===== config.mk =====
export PLATFORM = sky130hd
export DESIGN_NAME = palette_pixel_format_converter
export DESIGN_NICKNAME = d
export VERILOG_FILES = /design/src/rtl/ppfc_pkg.sv /design/src/rtl/palette_pixel_format_converter.sv /design/src/rtl/ppfc_gun_scale.sv
export SDC_FILE = /design/constraint.sdc
export NUM_CORES = 2
export LEC_CHECK = 0
export BUFFER_PORTS_ARGS = -buffer_cell sky130_fd_sc_hd__buf_2
export CAP_MARGIN = 20
export CORE_AREA = 2 2 237 415
export CTS_CLUSTER_SIZE = 16
export DETAILED_ROUTE_END_ITERATION = 16
export DIE_AREA = 0 0 239 417
export PLACE_DENSITY_LB_ADDON = 0.2
export SYNTH_ARGS = -nofsm -noshare
export SYNTH_HDL_FRONTEND = slang
export SYNTH_HIERARCHICAL = 1
export SYNTH_SLANG_ARGS = --single-unit

===== constraint.sdc =====
create_clock -name clk -period 14.6 [get_ports clk]
set_input_delay 1.46 -clock clk [delete_from_list [all_inputs] [get_ports clk]]
set_output_delay 1.46 -clock clk [all_outputs]
set_load 0.01 [all_outputs]

===== src/rtl/ppfc_pkg.sv =====
// ----------------------------------------------------------------------------
// ppfc_pkg
// Shared constants and types for the palette pixel format converter.
// ----------------------------------------------------------------------------
package ppfc_pkg;

  localparam int PALETTE_ENTRIES = 16;
  localparam int PAL_IDX_W = (PALETTE_ENTRIES > 1) ? $clog2(PALETTE_ENTRIES) : 1;
  localparam int IDX_W = 4;
  localparam int SEL_W = (PAL_IDX_W > IDX_W) ? PAL_IDX_W : IDX_W;

  localparam int GUN_W = 8;
  localparam int MAX_W = 16;
  localparam int PROD_W = GUN_W + MAX_W;

  localparam logic [PROD_W-1:0] ROUND_BIAS = PROD_W'(127);
  localparam int GUN_FULL = 255;

  // reciprocal of full scale, exact for every product + bias below 2^24
  localparam int RECIP_K = 32;
  localparam logic [24:0] GUN_RECIP =
    25'(((64'd1 << RECIP_K) + 64'(GUN_FULL - 1)) / 64'(GUN_FULL));

  typedef enum logic [7:0] {
    CFG_BPP        = 8'd0,
    CFG_BIG_ENDIAN = 8'd1,
    CFG_TRUE_COL   = 8'd2,
    CFG_TWO_COL    = 8'd3,
    CFG_RED_MAX    = 8'd4,
    CFG_GREEN_MAX  = 8'd5,
    CFG_BLUE_MAX   = 8'd6,
    CFG_SHIFTS     = 8'd7
  } cfg_reg_e;

  typedef enum logic {
    ACT_WRITE   = 1'b0,
    ACT_CONVERT = 1'b1
  } action_e;

  typedef struct packed {
    logic mul;
    logic div;
  } stage_en_t;

endpackage


===== src/rtl/palette_pixel_format_converter.sv =====
// ----------------------------------------------------------------------------
// palette_pixel_format_converter
// Color index to remote-framebuffer wire pixel, with a loadable palette.
// ----------------------------------------------------------------------------
//  channel   dir  handshake              content
//  s_*       in   s_tvalid / s_tready    palette write or index convert
//  m_*       out  m_tvalid / m_tready    wire bytes and byte count
//  cfg_*     in   cfg_valid / cfg_ready  register index and data
//
//  One word per cycle in while s_tready is high; converts run every stage to m_tvalid.
//  Stages: palette read, gun multiply, reciprocal divide, shift/merge, byte order.
//  Palette writes take effect at accept and produce no output word.
//  Each stage holds on its own when the next is full; bubbles are squeezed out.
//  rst clears control and the palette and loads the config defaults.
// ----------------------------------------------------------------------------
module palette_pixel_format_converter (
  input  logic        clk,
  input  logic        rst,
  input  logic        s_tvalid,
  output logic        s_tready,
  input  logic [31:0] s_tdata,   // colour_index[3:0], red_in, green_in, blue_in, pad
  input  logic [0:0]  s_tuser,   // action
  output logic        m_tvalid,
  input  logic        m_tready,
  output logic [39:0] m_tdata,   // pixel_bytes[31:0], byte_count[2:0], pad
  input  logic        cfg_valid,
  output logic        cfg_ready,
  input  logic [7:0]  cfg_index,
  input  logic [23:0] cfg_data
);

  localparam int N = ppfc_pkg::PALETTE_ENTRIES;
  localparam int GW = ppfc_pkg::GUN_W;
  localparam int MW = ppfc_pkg::MAX_W;

  // config
  logic [7:0]  bpp;
  logic        msb_first;
  logic        rgb_mode;
  logic        two_colour;
  logic [MW-1:0] red_max, grn_max, blu_max;
  logic [23:0] gun_shifts;

  assign cfg_ready = 1'b1;

  always_ff @(posedge clk) begin
    if (rst) begin
      bpp         <= 8'd32;
      msb_first   <= 1'b0;
      rgb_mode    <= 1'b1;
      two_colour  <= 1'b0;
      red_max     <= MW'(255);
      grn_max     <= MW'(255);
      blu_max     <= MW'(255);
      gun_shifts  <= 24'h100800;
    end else if (cfg_valid) begin
      unique case (cfg_index)
        ppfc_pkg::CFG_BPP:        bpp         <= cfg_data[7:0];
        ppfc_pkg::CFG_BIG_ENDIAN: msb_first   <= cfg_data[0];
        ppfc_pkg::CFG_TRUE_COL:   rgb_mode    <= cfg_data[0];
        ppfc_pkg::CFG_TWO_COL:    two_colour  <= cfg_data[0];
        ppfc_pkg::CFG_RED_MAX:    red_max     <= cfg_data[MW-1:0];
        ppfc_pkg::CFG_GREEN_MAX:  grn_max     <= cfg_data[MW-1:0];
        ppfc_pkg::CFG_BLUE_MAX:   blu_max     <= cfg_data[MW-1:0];
        ppfc_pkg::CFG_SHIFTS:     gun_shifts  <= cfg_data;
        default: ;
      endcase
    end
  end

  // input unpack
  logic [ppfc_pkg::IDX_W-1:0] in_idx;
  logic [GW-1:0] in_red, in_green, in_blue;
  logic [ppfc_pkg::SEL_W-1:0] in_sel;
  logic in_hit;
  logic in_accept;
  logic is_convert;

  assign in_idx   = s_tdata[3:0];
  assign in_red   = s_tdata[11:4];
  assign in_green = s_tdata[19:12];
  assign in_blue  = s_tdata[27:20];
  assign in_sel   = ppfc_pkg::SEL_W'(in_idx);
  assign in_hit   = {1'b0, in_sel} < (ppfc_pkg::SEL_W + 1)'(N);
  assign in_accept  = s_tvalid && s_tready;
  assign is_convert = (s_tuser[0] == ppfc_pkg::ACT_CONVERT);

  // stage ready chain
  logic v1, v2, v3, v4;
  logic rdy1, rdy2, rdy3, rdy4, rdy5;

  assign rdy5 = !m_tvalid || m_tready;
  assign rdy4 = !v4 || rdy5;
  assign rdy3 = !v3 || rdy4;
  assign rdy2 = !v2 || rdy3;
  assign rdy1 = !v1 || rdy2;
  assign s_tready = rdy1;

  // palette
  logic [3*GW-1:0] palette [N];
  logic [3*GW-1:0] rd_entry;

  assign rd_entry = in_hit ? palette[in_sel[ppfc_pkg::PAL_IDX_W-1:0]] : '0;

  always_ff @(posedge clk) begin
    if (rst) begin
      for (int i = 0; i < N; i++) begin
        palette[i] <= '0;
      end
    end else if (in_accept && !is_convert && in_hit) begin
      palette[in_sel[ppfc_pkg::PAL_IDX_W-1:0]] <= {in_red, in_green, in_blue};
    end
  end

  // stage 1: palette read
  logic [ppfc_pkg::IDX_W-1:0] idx1, idx2, idx3;
  logic [3*GW-1:0] entry1;

  always_ff @(posedge clk) begin
    if (rst) begin
      v1 <= 1'b0;
    end else if (rdy1) begin
      v1 <= s_tvalid && is_convert;
    end
    if (rdy1) begin
      idx1   <= in_idx;
      entry1 <= rd_entry;
    end
  end

  // stages 2, 3: scaling
  ppfc_pkg::stage_en_t scale_en;
  logic [MW-1:0] red_q, green_q, blue_q;

  assign scale_en.mul = rdy2;
  assign scale_en.div = rdy3;

  ppfc_gun_scale u_scale_red (
    .clk     (clk),
    .en      (scale_en),
    .gun     (entry1[3*GW-1:2*GW]),
    .gun_max (red_max),
    .scaled  (red_q)
  );

  ppfc_gun_scale u_scale_green (
    .clk     (clk),
    .en      (scale_en),
    .gun     (entry1[2*GW-1:GW]),
    .gun_max (grn_max),
    .scaled  (green_q)
  );

  ppfc_gun_scale u_scale_blue (
    .clk     (clk),
    .en      (scale_en),
    .gun     (entry1[GW-1:0]),
    .gun_max (blu_max),
    .scaled  (blue_q)
  );

  always_ff @(posedge clk) begin
    if (rst) begin
      v2 <= 1'b0;
      v3 <= 1'b0;
    end else begin
      if (rdy2) v2 <= v1;
      if (rdy3) v3 <= v2;
    end
    if (rdy2) idx2 <= idx1;
    if (rdy3) idx3 <= idx2;
  end

  // stage 4: shift and merge
  function automatic logic [31:0] place_gun(input logic [MW-1:0] val,
                                            input logic [7:0] sh,
                                            input logic [7:0] width);
    logic [31:0] res;
    res = '0;
    if (sh < width && sh < 8'd32) begin
      res = 32'(val) << sh[4:0];
    end
    return res;
  endfunction

  logic [MW-1:0] red_v, green_v, blue_v;
  logic [31:0] pix_next, pix4;

  always_comb begin
    red_v   = two_colour ? red_max : red_q;
    green_v = two_colour ? grn_max : green_q;
    blue_v  = two_colour ? blu_max : blue_q;
    if (!rgb_mode) begin
      pix_next = 32'(idx3);
    end else if (two_colour && idx3 == '0) begin
      pix_next = '0;
    end else begin
      pix_next = place_gun(red_v,   gun_shifts[23:16], bpp) |
                 place_gun(green_v, gun_shifts[15:8],  bpp) |
                 place_gun(blue_v,  gun_shifts[7:0],   bpp);
    end
  end

  always_ff @(posedge clk) begin
    if (rst) begin
      v4 <= 1'b0;
    end else if (rdy4) begin
      v4 <= v3;
    end
    if (rdy4) pix4 <= pix_next;
  end

  // stage 5: byte order
  logic [31:0] bytes_next;
  logic [2:0]  count_next;

  always_comb begin
    if (bpp == 8'd8) begin
      count_next = 3'd1;
      bytes_next = {24'd0, pix4[7:0]};
    end else if (bpp == 8'd16) begin
      count_next = 3'd2;
      bytes_next = msb_first ? {16'd0, pix4[7:0], pix4[15:8]} : {16'd0, pix4[15:0]};
    end else begin
      count_next = 3'd4;
      bytes_next = msb_first ? {pix4[7:0], pix4[15:8], pix4[23:16], pix4[31:24]}
                             : pix4;
    end
  end

  always_ff @(posedge clk) begin
    if (rst) begin
      m_tvalid <= 1'b0;
    end else if (rdy5) begin
      m_tvalid <= v4;
    end
    if (rdy5) begin
      m_tdata <= {5'd0, count_next, bytes_next};
    end
  end

  // checks
  a_count_legal: assert property (@(posedge clk) disable iff (rst)
    m_tvalid |-> (m_tdata[34:32] == 3'd1 || m_tdata[34:32] == 3'd2 ||
                  m_tdata[34:32] == 3'd4))
    else $error("illegal byte count");

  a_unused_zero: assert property (@(posedge clk) disable iff (rst)
    m_tvalid && m_tdata[34:32] != 3'd4 |-> m_tdata[31:16] == 16'd0)
    else $error("unused wire bytes not zero");

  a_write_no_word: assert property (@(posedge clk) disable iff (rst)
    in_accept && !is_convert |=> !v1)
    else $error("palette write entered the pipeline");

  a_write_lands: assert property (@(posedge clk) disable iff (rst)
    in_accept && !is_convert && in_hit |=>
      palette[$past(in_sel[ppfc_pkg::PAL_IDX_W-1:0])] ==
      $past({in_red, in_green, in_blue}))
    else $error("palette write lost");

endmodule


===== src/rtl/ppfc_gun_scale.sv =====
// ----------------------------------------------------------------------------
// ppfc_gun_scale
// Two-stage gun scaler: (g * max + 127) / 255, divide by reciprocal multiply.
// ----------------------------------------------------------------------------
module ppfc_gun_scale (
  input  logic                        clk,
  input  ppfc_pkg::stage_en_t         en,
  input  logic [ppfc_pkg::GUN_W-1:0]  gun,
  input  logic [ppfc_pkg::MAX_W-1:0]  gun_max,
  output logic [ppfc_pkg::MAX_W-1:0]  scaled
);

  logic [ppfc_pkg::PROD_W-1:0] prod;
  logic [ppfc_pkg::PROD_W+24:0] quot_full;

  assign quot_full = (ppfc_pkg::PROD_W + 25)'(prod) *
                     (ppfc_pkg::PROD_W + 25)'(ppfc_pkg::GUN_RECIP);

  always_ff @(posedge clk) begin
    if (en.mul) begin
      prod <= ppfc_pkg::PROD_W'(gun) * ppfc_pkg::PROD_W'(gun_max) + ppfc_pkg::ROUND_BIAS;
    end
    if (en.div) begin
      scaled <= quot_full[ppfc_pkg::RECIP_K +: ppfc_pkg::MAX_W];
    end
  end

endmodule


==> metrics <==
status completed; Boundary Pins 113; Ys Warns 6; site row count 151; WHS 0.406 ns; Post-Route WL 153 mm; Via density 6.13; fill cell count 7599; Die ar. 0.0997 mm2; crit path launch type flop; register area share after synthesis 34.8%; ys async rst share 0%; Synth Cell Area 0.0575 mm2; number of remaining DRC errors 0; Slew @ Worst Pin 1.24 ns; Core ar. 0.0964 mm2; largest net degree at the start of global routing 77; Comb pwr share 60.3%; Cells on Worst Hold Path 0; Final period util 37.2%; routed via count 38900; TritonCTS Buffers 69; Syn Area/Cell 11.4 um2; Critical R2R Capture u_scale_red/prod[22]; setup TNS 0 ns; post-CTS sizing 0; minimum clock period 5.43 ns; antenna violations before repair 1; Die W 239 um; Power, Total 12.0 mW; Max Transition Viols Final 0; area share of the largest cell type after synthesis 31.7%; signal arrival time at the worst endpoint 5.85 ns; Most used DFF post-synth edfxtp_1; Leakage 27.8 nW; HP Class reg -> reg; number of enable flip-flop cells after synthesis 607; beginning of the worst hold path idx2[0]; # nets final 6134; Cell variety after synth 118; CTS tree done; FF-to-FF Start entry1[18]; layout cell share with drive strength beyond 1 11.8%; clk buf depth 3; Port Buffer Count 102; Critical Setup Path Class reg -> reg; vias in the first global route 41000; Clk Latency, worst-skew pair 0.69 ns; initial core utilization 59.6%; Max-Cap Viols 0; crit path capture type flop; clk sink count 695; Final Hold Vio Count 0; FF+latch area 0.0200 mm2; Final Non-Filler Cells 6342; flop2flop setup slack 9.17 ns; Int Power 6.75 mW; worst vdd ir 264 uV; sw frac 43.8%; Worst EP required 15.03 ns; Final ANT Viol Nets 0; RSZ-0062 raised after global routing false; CP Max Fanout 16; Cells after Synth 5042; Avg WL per Cell 24.1 um; fmax 0.184 GHz; Seq cells post-synth 695; GRT Total Usage 31.5%; 1st-iter DRT viols 2939; largest area contributor in the netlist edfxtp_1; Sw Pwr 5.26 mW; Clock power frac 14.7%; clk_skew 0.0312 ns; P&R area growth vs syn 6.72%; power density cells 196 mW/mm2; total grt overflow 0; Rel. slew slack 17.1%; dpl hpwl 114 mm; Hold-fix buffers, CTS 0; CTS root buffer clkbuf_16; Post-Place Cells 6217; Multi-input gate area 0.0341 mm2; buffers inserted by post-CTS timing repair 0; Area after DPL 0.0591 mm2; DRT Pass-1 Iters 6; CP endpoint u_scale_red/prod[22]; Die H 417 um; CP startpoint entry1[18]; Seq pwr share 25.1%; count leader, synth and2_1; top cells by count, synth and2_1 (687), ha_1 (681), inv_1 (669); post-route cell area 0.0613 mm2; # setup viols final 0; main area contributors after synthesis edfxtp_1 (32%), ha_1 (15%), fa_1 (11%), mux4_2 (7.5%), and2_1 (7.5%); H-tree depth 3; GP Congestion 1.03; first-pass GRT wire length 235 mm; CTS clk-pin slew, worst paths 0.06 ns; R2R cell count 18
-- cell usage in the layout (no fill, tap or decap), types with 20 or more instances in the layout --
master,count
a21oi_1,133
ha_1,681
fa_1,318
a21o_1,49
mux4_2,192
buf_4,68
nor3_1,31
nor2b_1,20
inv_1,668
clkbuf_16,69
xnor2_1,70
o211ai_1,25
mux2i_1,136
a22o_1,20
dfxtp_1,84
and2_1,687
nand4_1,34
xor2_1,29
mux2_2,31
nand2_1,292
o21ai_0,73
buf_2,100
a211oi_1,28
edfxtp_1,607
nor2_1,158
a22oi_1,21
nand3_1,58
-- state kept, by name, indices dropped and copies added, names as in the netlist, 4 cells and up --
| signal | cells |
|---|---|
| palette | 384 |
| m_tdata | 35 |
| pix4 | 32 |
| entry1 | 24 |
| gun_shifts | 24 |
| u_scale_blue/prod | 24 |
| u_scale_green/prod | 24 |
| u_scale_red/prod | 24 |
| blu_max | 16 |
| grn_max | 16 |
| red_max | 16 |
| u_scale_blue/scaled | 16 |
| u_scale_green/scaled | 16 |
| u_scale_red/scaled | 16 |
| bpp | 8 |
| idx1 | 4 |
| idx2 | 4 |
| idx3 | 4 |
-- cell type report --
class | count | area share, %
Timing Repair Buffer | 170 | 1.68
Antenna cell | 1 | 0.00408
Tap cell | 1224 | 2.50
Inverter | 673 | 4.12
Clock buffer | 82 | 2.91
Clock inverter | 41 | 0.663
Sequential cell | 695 | 32.6
Multi-Input combinational cell | 3456 | 55.5
-- worst max-delay path, stage by stage, from the launching register on --
cell and delay [ns]:
edfxtp_1 0.80, nand2_1 0.18, fa_1 0.47, fa_1 0.50, inv_1 0.06, fa_1 0.53
inv_1 0.05, fa_1 0.47, inv_1 0.04, ha_1 0.35, a21o_1 0.21, a21oi_1 0.18
nor2b_1 0.07, a311oi_1 0.37, o21ai_1 0.17, a21oi_2 0.22, nor2_1 0.07, a221oi_1 0.31
xnor2_1 0.11
-- power groups by stage --
stage,clock network [mW],logic [mW],registers (mW)
finish,1.76,7.24,3.01
global route,1.85,8.30,3.04
CTS,1.79,7.28,3.01
detailed placement,0,7.21,3.05
global placement,0,7.06,3.04
floorplan,0,5.55,2.90
-- cells by family (layout without fill, tap and decap cells) --
family          after synthesis  after routing  synth area share [%]
simple gates               1399           1399                  13.2
buf+inv                     895            966                  6.22
compound gates              571            571                  7.01
other cells                   2              7                0.0131
mux                         382            382                  11.4
xor+xnor                     99             99                  1.51
fa+ha+maj                   999            999                  25.9
flops                       695            695                  34.8
-- metal layers --
metal	up-vias	routed length [um]	GRT usage [%]
met1	19400	51400	32.4
met4	2	11500	20.4
li1	17700	-	-
met5	-	13	0
met3	502	8200	4.65
met2	1294	81900	58.9
-- stage by stage --
step                utilization (%)  setup WS (ns)
floorplan                         -           8.83
CTS                            63.6           9.11
finish                         63.6           9.17
global placement               61.4           9.20
detailed placement             61.4           9.13
global route                   63.6           8.81
-- worst min path at each step --
stage          endpoint
6_report        idx3[0]
4_1_cts         idx3[0]
3_5_place_dp    idx2[3]
2_1_floorplan   idx2[0]
3_3_place_gp    idx2[3]
5_1_grt         idx3[0]
Note: power is estimated with default switching activity, not from simulation.
